`src/rtl/gar3_pkg.sv`:
```
// Shared types and constants for the 3-D average restriction block.
`default_nettype none
package gar3_pkg;

	localparam int unsigned VB = 32;
	localparam int unsigned FB = 16;
	localparam int unsigned SUM_W = 36;

	typedef struct packed {
		logic signed [VB-1:0] fine_value;
		logic [VB-1:0]        fine_volume;
		logic [VB-1:0]        coarse_volume;
	} in_item_t;

	typedef struct packed {
		logic signed [VB-1:0] coarse_value;
		logic [5:0]           coarse_x;
		logic [5:0]           coarse_y;
		logic [5:0]           coarse_z;
		logic                 grid_done;
	} out_item_t;

	typedef enum logic [2:0] {
		REG_COARSEN_X = 3'd0,
		REG_COARSEN_Y = 3'd1,
		REG_COARSEN_Z = 3'd2,
		REG_SIZE_X    = 3'd3,
		REG_SIZE_Y    = 3'd4,
		REG_SIZE_Z    = 3'd5,
		REG_SCALE     = 3'd6
	} reg_idx_t;

	localparam logic [VB-1:0] CAP_POS = {1'b0, {(VB-1){1'b1}}};
	localparam logic [VB-1:0] CAP_NEG = {1'b1, {(VB-1){1'b0}}};

endpackage
`default_nettype wire

```
`src/rtl/gar3_div.sv`:
```
// Iterative saturating fixed-point divider: value / volume, one quotient bit per cycle.
`default_nettype none
module gar3_div
	import gar3_pkg::*;
(
	input  wire logic                 clk,
	input  wire logic                 arst_n,
	input  wire logic                 start,
	input  wire logic signed [VB-1:0] num,
	input  wire logic [VB-1:0]        den,
	output logic                      done,
	output logic signed [VB-1:0]      quot
);
	localparam int unsigned QW = VB + FB;
	localparam int unsigned CW = $clog2(QW + 1);

	logic            busy_q;
	logic [CW-1:0]   cnt_q;
	logic [QW-1:0]   dvd_q;
	logic [VB-1:0]   rem_q;
	logic [QW-1:0]   q_q;
	logic [VB-1:0]   den_q;
	logic            neg_q;
	logic            zero_q;

	logic [VB:0]     rem_sh;
	logic            ge;
	logic [VB-1:0]   mag;
	logic [VB-1:0]   cap;
	logic [VB-1:0]   qm;

	assign rem_sh = {rem_q, dvd_q[QW-1]};
	assign ge     = rem_sh >= {1'b0, den_q};
	assign mag    = num[VB-1] ? VB'(-num) : VB'(num);
	assign cap    = neg_q ? CAP_NEG : CAP_POS;

	always_comb begin
		if (zero_q)
			qm = (dvd_q == '0) ? '0 : cap;
		else if (q_q > QW'(cap))
			qm = cap;
		else
			qm = q_q[VB-1:0];
		quot = neg_q ? VB'(-qm) : qm;
	end

	always_ff @(posedge clk or negedge arst_n) begin
		if (!arst_n) begin
			busy_q <= 1'b0;
			done   <= 1'b0;
			cnt_q  <= '0;
		end else begin
			done <= 1'b0;
			if (start) begin
				busy_q <= 1'b1;
				cnt_q  <= CW'(QW);
			end else if (busy_q) begin
				cnt_q <= cnt_q - 1'b1;
				if (cnt_q == CW'(1) || zero_q) begin
					busy_q <= 1'b0;
					done   <= 1'b1;
				end
			end
		end
	end

	always_ff @(posedge clk) begin
		if (start) begin
			dvd_q  <= {mag, {FB{1'b0}}};
			rem_q  <= '0;
			q_q    <= '0;
			den_q  <= den;
			neg_q  <= num[VB-1];
			zero_q <= (den == '0);
		end else if (busy_q && !zero_q) begin
			dvd_q <= {dvd_q[QW-2:0], 1'b0};
			rem_q <= ge ? VB'(rem_sh - {1'b0, den_q}) : rem_sh[VB-1:0];
			q_q   <= {q_q[QW-2:0], ge};
		end
	end

	a_start_idle: assert property (@(posedge clk) disable iff (!arst_n) start |-> !busy_q)
		else $error("divider started while busy");
	a_done_idle: assert property (@(posedge clk) disable iff (!arst_n) done |-> !busy_q)
		else $error("done while busy");
	a_start_done: assert property (@(posedge clk) disable iff (!arst_n) start |-> !done)
		else $error("divider started while done");
endmodule
`default_nettype wire

```
`config.mk`:
```
export PLATFORM = sky130hd
export DESIGN_NAME = gar3_div
export DESIGN_NICKNAME = d
export VERILOG_FILES = /design/src/rtl/gar3_pkg.sv /design/src/rtl/gar3_div.sv
export SDC_FILE = /design/constraint.sdc
export NUM_CORES = 1
export LEC_CHECK = 0
export ABC_AREA = 1
export BUFFER_PORTS_ARGS = -buffer_cell sky130_fd_sc_hd__buf_2
export CORE_ASPECT_RATIO = 1.25
export CORE_MARGIN = 2
export CORE_UTILIZATION = 40
export DETAILED_ROUTE_END_ITERATION = 6
export PLACE_DENSITY = 0.59
export SLEW_MARGIN = 20
export SYNTH_ARGS = -nofsm -noshare
export SYNTH_HDL_FRONTEND = slang
export SYNTH_SLANG_ARGS = --single-unit
```
`constraint.sdc`:
```
create_clock -name clk -period 4.7 [get_ports clk]
set_input_delay 1.41 -clock clk [delete_from_list [all_inputs] [get_ports clk]]
set_output_delay 1.41 -clock clk [all_outputs]
set_load 0.02 [all_outputs]
```
Word level (Yosys, flattened, before mapping)

Cells that the tools add are included.

Register bits after elaboration: 154

$add $sub $neg: 4
Order comparisons: 2
Equality and inequality tests: 1
Multiplexer cells: 17
Reduce and logical (&&, ||, !) cells: 7

Operators with widths:

| kind                | number |
|---|---|
| $mux 32             | 7 |
| $mux 48             | 2 |
| $neg 32->32         | 2 |
| $gt 48x32->1        | 1 |
| $logic_not 48->1    | 1 |
| $ge 33x32->1        | 1 |
| $logic_not 32->1    | 1 |
| $sub 32x32->32      | 1 |
| $mux 6              | 2 |
| $eq 6x1->1 const B  | 1 |
| $mux 1              | 6 |
| $sub 6x1->6 const B | 1 |
| $reduce_bool 2->1   | 2 |
| $logic_and 1x1->1   | 1 |
| $logic_not 1->1     | 1 |
| $logic_or 1x1->1    | 1 |

Depth between registers and ports, before layout

Gate-level depths: netlist (run 1).

Word-level depth: 6
Depth in mapped cells: 29
Depth with buffers taken out: 28

Least setup slack after synthesis (run 1)

Ideal clock, no wire load.

Kind: register to output
From: register neg_q
To: output port quot[16]
Data arrival time: 3787 ps
Data required time: 3290 ps
Setup slack: -497 ps
Cell stages (with the launch flop): 20
Cells stage by stage: edfxtp_1 inv_1 ha_1 nand2_1 nor2_2 nand4_1 nor3_1 nand3_1 nand3_2 buf_6 nand3_2 nand2_2 inv_2 ha_1 nand2_1 nor2_1 nand3_1 nand2_2 nand2_1 xor2_1

Cells in the longest elaborated chain, start to end: 6

Ends and longest elaborated chain:

| element                | RTL line       | text |
|---|---|---|
| start, declared        | gar3_div.sv:23 | `logic neg_q;` |
| start signal, assigned | gar3_div.sv:73 | `neg_q <= num[VB-1];` |
| $mux 32                | gar3_div.sv:35 | `assign cap = neg_q ? CAP_NEG : CAP_POS;` |
| $gt 48x32->1           | gar3_div.sv:40 | `else if (q_q > QW'(cap))` |
| $mux 32                | gar3_div.sv:40 |  |
| $mux 32                | gar3_div.sv:38 | `if (zero_q)` |
| $neg 32->32            | gar3_div.sv:44 | `quot = neg_q ? VB'(-qm) : qm;` |
| $mux 32 (*)            | gar3_div.sv:44 |  |
| end, declared          | gar3_div.sv:12 | `output logic signed [VB-1:0] quot` |

Mark *: on every way between the ends. The rest lies on a longest branch, timed or not.

Worst setup path after layout (run 1)

From: register neg_q
To: output port quot[18]

The elaborated chain is that of the path after synthesis.

==> summary.md, run 1 <==
| Metric | Value |
|---|---|
| Status | finished with violations |
| Failing checks | setup timing |
| Die height | 187 um |
| Synth area leader | edfxtp_1 |
| Net Sw Power | 1.09 mW |
| Worst-path maximum fanout | 6 |
| Grt ovf | 0 |
| Post-place setup slack | -0.0817 ns |
| Bufs on Longest Clock Path | 2 |
| Routability congestion estimate | 0.882 |
| Setup violators final | 30 |
| Total core area | 26200 um2 |
| Clk_lat worst skew | 0.43 ns |
| Vias in the first global route | 9643 |
| HPWL after DPL | 21000 um |
| Diode count | 0 |
| Post-synth top flop | dfxtp_1 |
| Synthesized flop and latch total | 154 |
| Top cells by area, synth | edfxtp_1, dfxtp_1, nand2_1 |
| Mapped Cells | 1469 |
| 1st-iter DRT viols | 501 |
| CP endpoint kind | output pin |
| Clock skew | 0.00764 ns |
| Initial antenna violation count | 0 |
| Critical-path top delay cell | edfxtp_1 |
| Area growth, synth to finish | 25.4% |
| DR WL/cell | 14.9 um |
| DRT Pass-1 Iters | 5 |
| CP required | 3.29 ns |
| Root Driver | clkbuf_16 |
| Synth async-reset ratio | 5.19% |
| # DRC | 0 |
| Int Power | 2.69 mW |
| Final Cycle Share | 110% |
| Area of all placed cells without fillers | 13400 um2 |
| Synthesized area | 10700 um2 |
| Synth unique cells | 46 |
| Synth top area share | 18.5% |
| Dpl cell area | 11800 um2 |
| TritonCTS sink count | 154 |
| Most common cell after layout, fill and taps aside | nand2_1 |
| Setup TNS Final | -9.75 ns |
| CTS tree | built |
| Overall power | 3.78 mW |
| Largest net degree at the start of global routing | 62 |
| Inserted Clock Buffers | 17 |
| Post-synth EDFFs | 66 |
| Peak VDD IR | 0.255 mV |
| CP max stage delay | 0.39 ns |
| Slew HR | 27.3% |
| Worst setup margin | -0.478 ns |
| Synthesized area per cell | 7.28 um2 |
| First-pass GRT wire length | 46000 um |
| CP Launch Type | flip-flop |
| Fin crit period | 5.18 ns |
| Non-Filler Instances | 1943 |
| Global Route Usage Sum | 20.1% |
| Clock slew at reported path FFs | 0.06 ns |
| Initial Util | 40.9% |
| Clock H-tree levels | 4 |
| Worst-Margin Slew | 1.09 ns |
| IO buf count | 99 |
| Setup CP Type | reg2out |
| Peak Freq | 193 MHz |
| Post-route ant nets | 0 |
| Syn_nets | 1605 |
| Die area | 28100 um2 |
| Arrival time at the worst endpoint | 3.77 ns |
| Worst hold slack | 0.474 ns |
| Vias post-DR | 10100 |
| Max-Cap Viols | 0 |
| Flop pwr share | 39.9% |
| CP Cell Sequence | buf_6 > clkbuf_16 > ha_1 > nand2_2 > nor2_2 > nand4_1 > nor2_1 > nand2_1 > nand2_4 > nand3_4 > nand2_2 > inv_2 > a21oi_4 > ha_4 > nand2_4 > nor2_4 > nand3_4 > o21ai_4 > buf_6 > xnor2_2 > buf_4 |
| Die X | 150 um |
| Combinational Power Share | 20.6% |
| Layout cells sized above 1 | 22.0% |
| Yosys warnings | 0 |
| WL final | 28900 um |
| Fin nets | 1726 |
| Hold Crit Class | reg2reg |
| Switch share | 28.9% |
| Slew Limit Fails | 0 |
| Via density per instance | 5.20 |
| P_leak | 6.21 nW |
| Power density over the cells | 282 nW/um2 |
| Final Hold Vio Count | 0 |
| Clock power share | 39.5% |
| Commonest non-fill, non-tap cells in the layout | nand2_1, inv_1, nor2_1 |
| IO Pins | 100 |
| Placed instance count | 1884 |
| Seq/Total Area, Yosys | 35.4% |
| Final core utilization | 51.2% |
| RSZ-0062 raised after global routing | true |
| Row count | 66 |
## timing repair
item / in CTS / in global routing
cloned: 1 / 7
buffers inserted: 2 / 17
hold buffers: 0 / 0
setup endpoints to repair: 30 / 31
resized for setup: 25 / 127
pin swaps: 1 / 34
## worst paths after layout
path / to / slack, ns / cells past startpoint / start
min in group asynchronous: done / 0.82 / 1 / arst_n
worst min-delay path: q_q[47] / 0.47 / 2 / q_q[47]
worst max-delay path: quot[18] / -0.48 / 21 / neg_q
max in group asynchronous: cnt_q[1] / 3.70 / 1 / arst_n
worst max register to register: rem_q[31] / 1.51 / 18 / den_q[2]
worst min register to register: q_q[47] / 0.47 / 2 / q_q[47]
## power by group through the flow
stage	clock network, mW	registers [mW]	logic (mW)
final	1.49	1.51	0.779
after global routing	1.58	1.52	0.862
after CTS	1.52	1.51	0.690
after detailed placement	0	1.54	0.675
after global placement	0	1.54	0.667
after floorplan	0	1.53	0.458
## critical path: cells and delay by family (launching register included)
| kind | cells | cell delay (ns) |
|---|---|---|
| AOI/OAI and AO/OA | 2 | 0.41 |
| and+or+nand+nor | 11 | 1.24 |
| DFF | 1 | 0.39 |
| adders and majority gates | 2 | 0.45 |
| xor gates and xnor gates | 1 | 0.09 |
| buffers and inverters | 5 | 0.72 |
## flip-flops by register name (all words and copies together), names as in the netlist
register  flops
q_q          48
den_q        32
dvd_q        32
rem_q        32
cnt_q         6
busy_q        1
done          1
neg_q         1
zero_q        1
## cell type report
| class | instances | area (um2) |
|---|---|---|
| sequential | 154 | 3780 |
| fill | 2517 | 12800 |
| multi-input combinational | 1062 | 6650 |
| clock inverter | 11 | 150 |
| inverter | 202 | 768 |
| timing repair buffer | 153 | 1150 |
| clock buffer | 21 | 493 |
| tap | 340 | 425 |
## Yosys cell counts (10+ instances only)
| library cell | number |
|---|---|
| a21oi_1 | 83 |
| a31oi_1 | 10 |
| clkbuf_1 | 30 |
| dfxtp_1 | 80 |
| edfxtp_1 | 66 |
| ha_1 | 68 |
| inv_1 | 197 |
| nand2_1 | 327 |
| nand3_1 | 107 |
| nand3_2 | 19 |
| nand4_1 | 19 |
| nor2_1 | 117 |
| nor2_2 | 14 |
| nor3_1 | 13 |
| nor4_1 | 20 |
| o211ai_1 | 14 |
| o21ai_0 | 96 |
| o22ai_1 | 47 |
| xnor2_1 | 11 |
| xor2_1 | 37 |
## kinds of logic (layout without fill, tap and decap cells)
logic type | Yosys count | after routing | share of synthesized area, %
AO/OA/AOI/OAI | 290 | 290 | 15.7
XOR/XNOR | 48 | 48 | 3.93
adder cells (fa/ha/maj) | 69 | 69 | 8.14
buffers and inverters | 254 | 387 | 9.61
flip-flops | 154 | 154 | 35.4
AND/OR/NAND/NOR | 654 | 655 | 27.2
## layer usage
layer | global-route usage [%] | up-vias | routed length [um]
met3 | 2.61 | 49 | 766
met4 | 6.75 | 0 | 767
met5 | 0 | - | 0
met2 | 36.6 | 187 | 15100
met1 | 24.1 | 4675 | 12300
li1 | - | 5193 | -
Note: power is estimated with default switching activity, not from simulation.
==> run 2, diff against run 1 <==
RECOVER_POWER = 25   (was not set)
==> summary.md, run 2 (synthesis gave the netlist of run 1 again) <==
| Metric | Value |
|---|---|
| Status | finished with violations (unchanged) |
| Failing checks | capacitance limit, slew limit, setup timing (was setup timing) |
| Routability congestion estimate | 0.882 (unchanged) |
| Layout cells sized above 1 | 20.6% (was 22.0%) |
| Worst-Margin Slew | 2.07 ns (was 1.09 ns) |
| Slew HR | -38.1% (was 27.3%) |
| Initial antenna violation count | 0 (unchanged) |
| Most common cell after layout, fill and taps aside | nand2_1 (unchanged) |
| Register area | 3780 um2 (unchanged) |
| Final Cycle Share | 110% (about the same) |
| Row count | 66 (unchanged) |
| Biggest register | q_q (unchanged) |
| # DRC | 0 (unchanged) |
| Vias post-DR | 10100 (about the same) |
| Critical R2R Capture | rem_q[28] (was rem_q[31]) |
| HPWL after DPL | 21000 um (unchanged) |
| Worst setup margin | -0.476 ns (was -0.478 ns) |
| WL final | 28900 um (about the same) |
| Total core area | 26200 um2 (unchanged) |
| Post-route ant nets | 0 (unchanged) |
| Fin nets | 1726 (unchanged) |
| Area growth, synth to finish | 25.1% (was 25.4%) |
| TritonCTS sink count | 154 (unchanged) |
| Hold Crit Depth | 2 (unchanged) |
| Die area | 28100 um2 (unchanged) |
| 1st-iter DRT viols | 499 (was 501) |
| Slew Limit Fails | 43 (was 0) |
| Hold Crit Class | reg2reg (unchanged) |
| Max-Cap Viols | 1 (was 0) |
| Root Driver | clkbuf_16 (unchanged) |
| CP required | 3.29 ns (about the same) |
| Diode count | 0 (unchanged) |
| Arrival time at the worst endpoint | 3.77 ns (about the same) |
| RSZ-0062 raised after global routing | true (unchanged) |
| Setup CP Type | reg2out (unchanged) |
| Clock slew at reported path FFs | 0.06 ns (about the same) |
| Vias in the first global route | 9643 (unchanged) |
| IO Pins | 100 (unchanged) |
| Reg2Reg Depth | 19 (was 18) |
| Clock H-tree levels | 4 (unchanged) |
| Commonest non-fill, non-tap cells in the layout | nand2_1, inv_1, nor2_1 (unchanged) |
| Max reg flops | 48 (unchanged) |
| Fillcell total | 2521 (was 2517) |
| P_leak | 6.15 nW (was 6.21 nW) |
| Fin crit period | 5.18 ns (about the same) |
| Bufs on Longest Clock Path | 2 (unchanged) |
| Peak Freq | 193 MHz (about the same) |
| Worst setup path start | neg_q (unchanged) |
| DR WL/cell | 14.9 um (about the same) |
| Setup violators final | 30 (unchanged) |
| CTS tree | built (unchanged) |
| Clk_lat worst skew | 0.43 ns (about the same) |
| CP Launch Type | flip-flop (unchanged) |
| Worst-path maximum fanout | 6 (unchanged) |
| Hold_sp | rem_q[24] (was q_q[47]) |
| Grt ovf | 0 (unchanged) |
| Power density over the cells | 282 nW/um2 (about the same) |
| Die height | 187 um (unchanged) |
| Hold_buf cts | 0 (unchanged) |
| Initial Util | 40.9% (unchanged) |
| Reg-to-Reg Start | dvd_q[47] (was den_q[2]) |
| Setup TNS Final | -9.70 ns (was -9.75 ns) |
| Area of the multi-input gates | 6650 um2 (unchanged) |
| Post-place setup slack | -0.0817 ns (unchanged) |
| Via density per instance | 5.20 (about the same) |
| First-pass GRT wire length | 46000 um (unchanged) |
| Peak VDD IR | 0.253 mV (was 0.255 mV) |
| Die X | 150 um (unchanged) |
| DRT Pass-1 Iters | 4 (was 5) |
| CP endpoint kind | output pin (unchanged) |
| Inserted Clock Buffers | 17 (unchanged) |
| Largest net degree at the start of global routing | 62 (unchanged) |
| Register-to-register setup slack | 1.49 ns (was 1.51 ns) |
| IO buf count | 99 (unchanged) |
| Final Hold Vio Count | 0 (unchanged) |
| Global Route Usage Sum | 20.1% (unchanged) |
| Clock skew | 0.00923 ns (was 0.00764 ns) |
| Worst hold endpoint | rem_q[24] (was q_q[47]) |
[run 2: worst max path at each step]
stage                     endpoint
after floorplan           quot[20]
after CTS                 quot[26]
after global routing      quot[18]
after detailed placement  quot[14]
final                     quot[18]
after global placement    quot[14]
[run 2: area by class of cell]
class                   count  share of cell area, %
multi-input cells        1062                   49.7
flip-flops and latches    154                   28.3
repair buffers            153                   8.35
inverters                 202                   5.74
clock buffers              21                   3.68
well taps                 340                   3.18
clock inverters            11                   1.12
[run 2: layer usage]
| metal | part of all wire (%) | routed length (um) | vias up | GRT usage [%] |
|---|---|---|---|---|
| met5 | 0 | 0 | - | 0 |
| met4 | 2.6 | 761 | 0 | 6.75 |
| met3 | 2.6 | 750 | 49 | 2.61 |
| met2 | 52 | 15100 | 190 | 36.6 |
| met1 | 43 | 12300 | 4671 | 24.1 |
| li1 | - | - | 5192 | - |
[run 2: through the flow]
step                hold slack, ns  util [%]  total power, mW  instance area, um2  instances
floorplan                    0.429         -             1.99               10800       1469
global placement             0.443      45.0             2.20               11800       1884
detailed placement           0.450      45.0             2.21               11800       1884
CTS                          0.470      47.9             3.72               12500       1919
global route                 0.499      51.1             3.96               13400       1943
finish                       0.474      51.1             3.78               13400       1943
[run 2: what timing repair did]
action,CTS,global route
gates resized for setup,25,127
endpoints found under the setup margin,30,31
pin swaps,1,34
cloned,1,7
buffers inserted,2,17
[run 2: power by group]
part | internal, mW | leakage [nW] | switching [mW]
sequential | 1.48 | 1.40 | 0.0345
combinational | 0.290 | 4.44 | 0.486
clock | 0.920 | 0.315 | 0.572
[run 2: worst max-delay path, cell delays in order (launching register included)]
cell and delay (ns):
edfxtp_1 0.39, buf_6 0.17, clkbuf_16 0.18, ha_1 0.29
nand2_2 0.06, nor2_2 0.10, nand4_1 0.17, nor2_1 0.16
nand2_1 0.10, nand2_4 0.11, nand3_4 0.13, nand2_2 0.11
inv_2 0.08, a21oi_4 0.16, ha_4 0.17, nand2_4 0.06
nor2_4 0.13, nand3_4 0.11, o21ai_4 0.25, buf_6 0.14
xnor2_2 0.09, buf_4 0.15
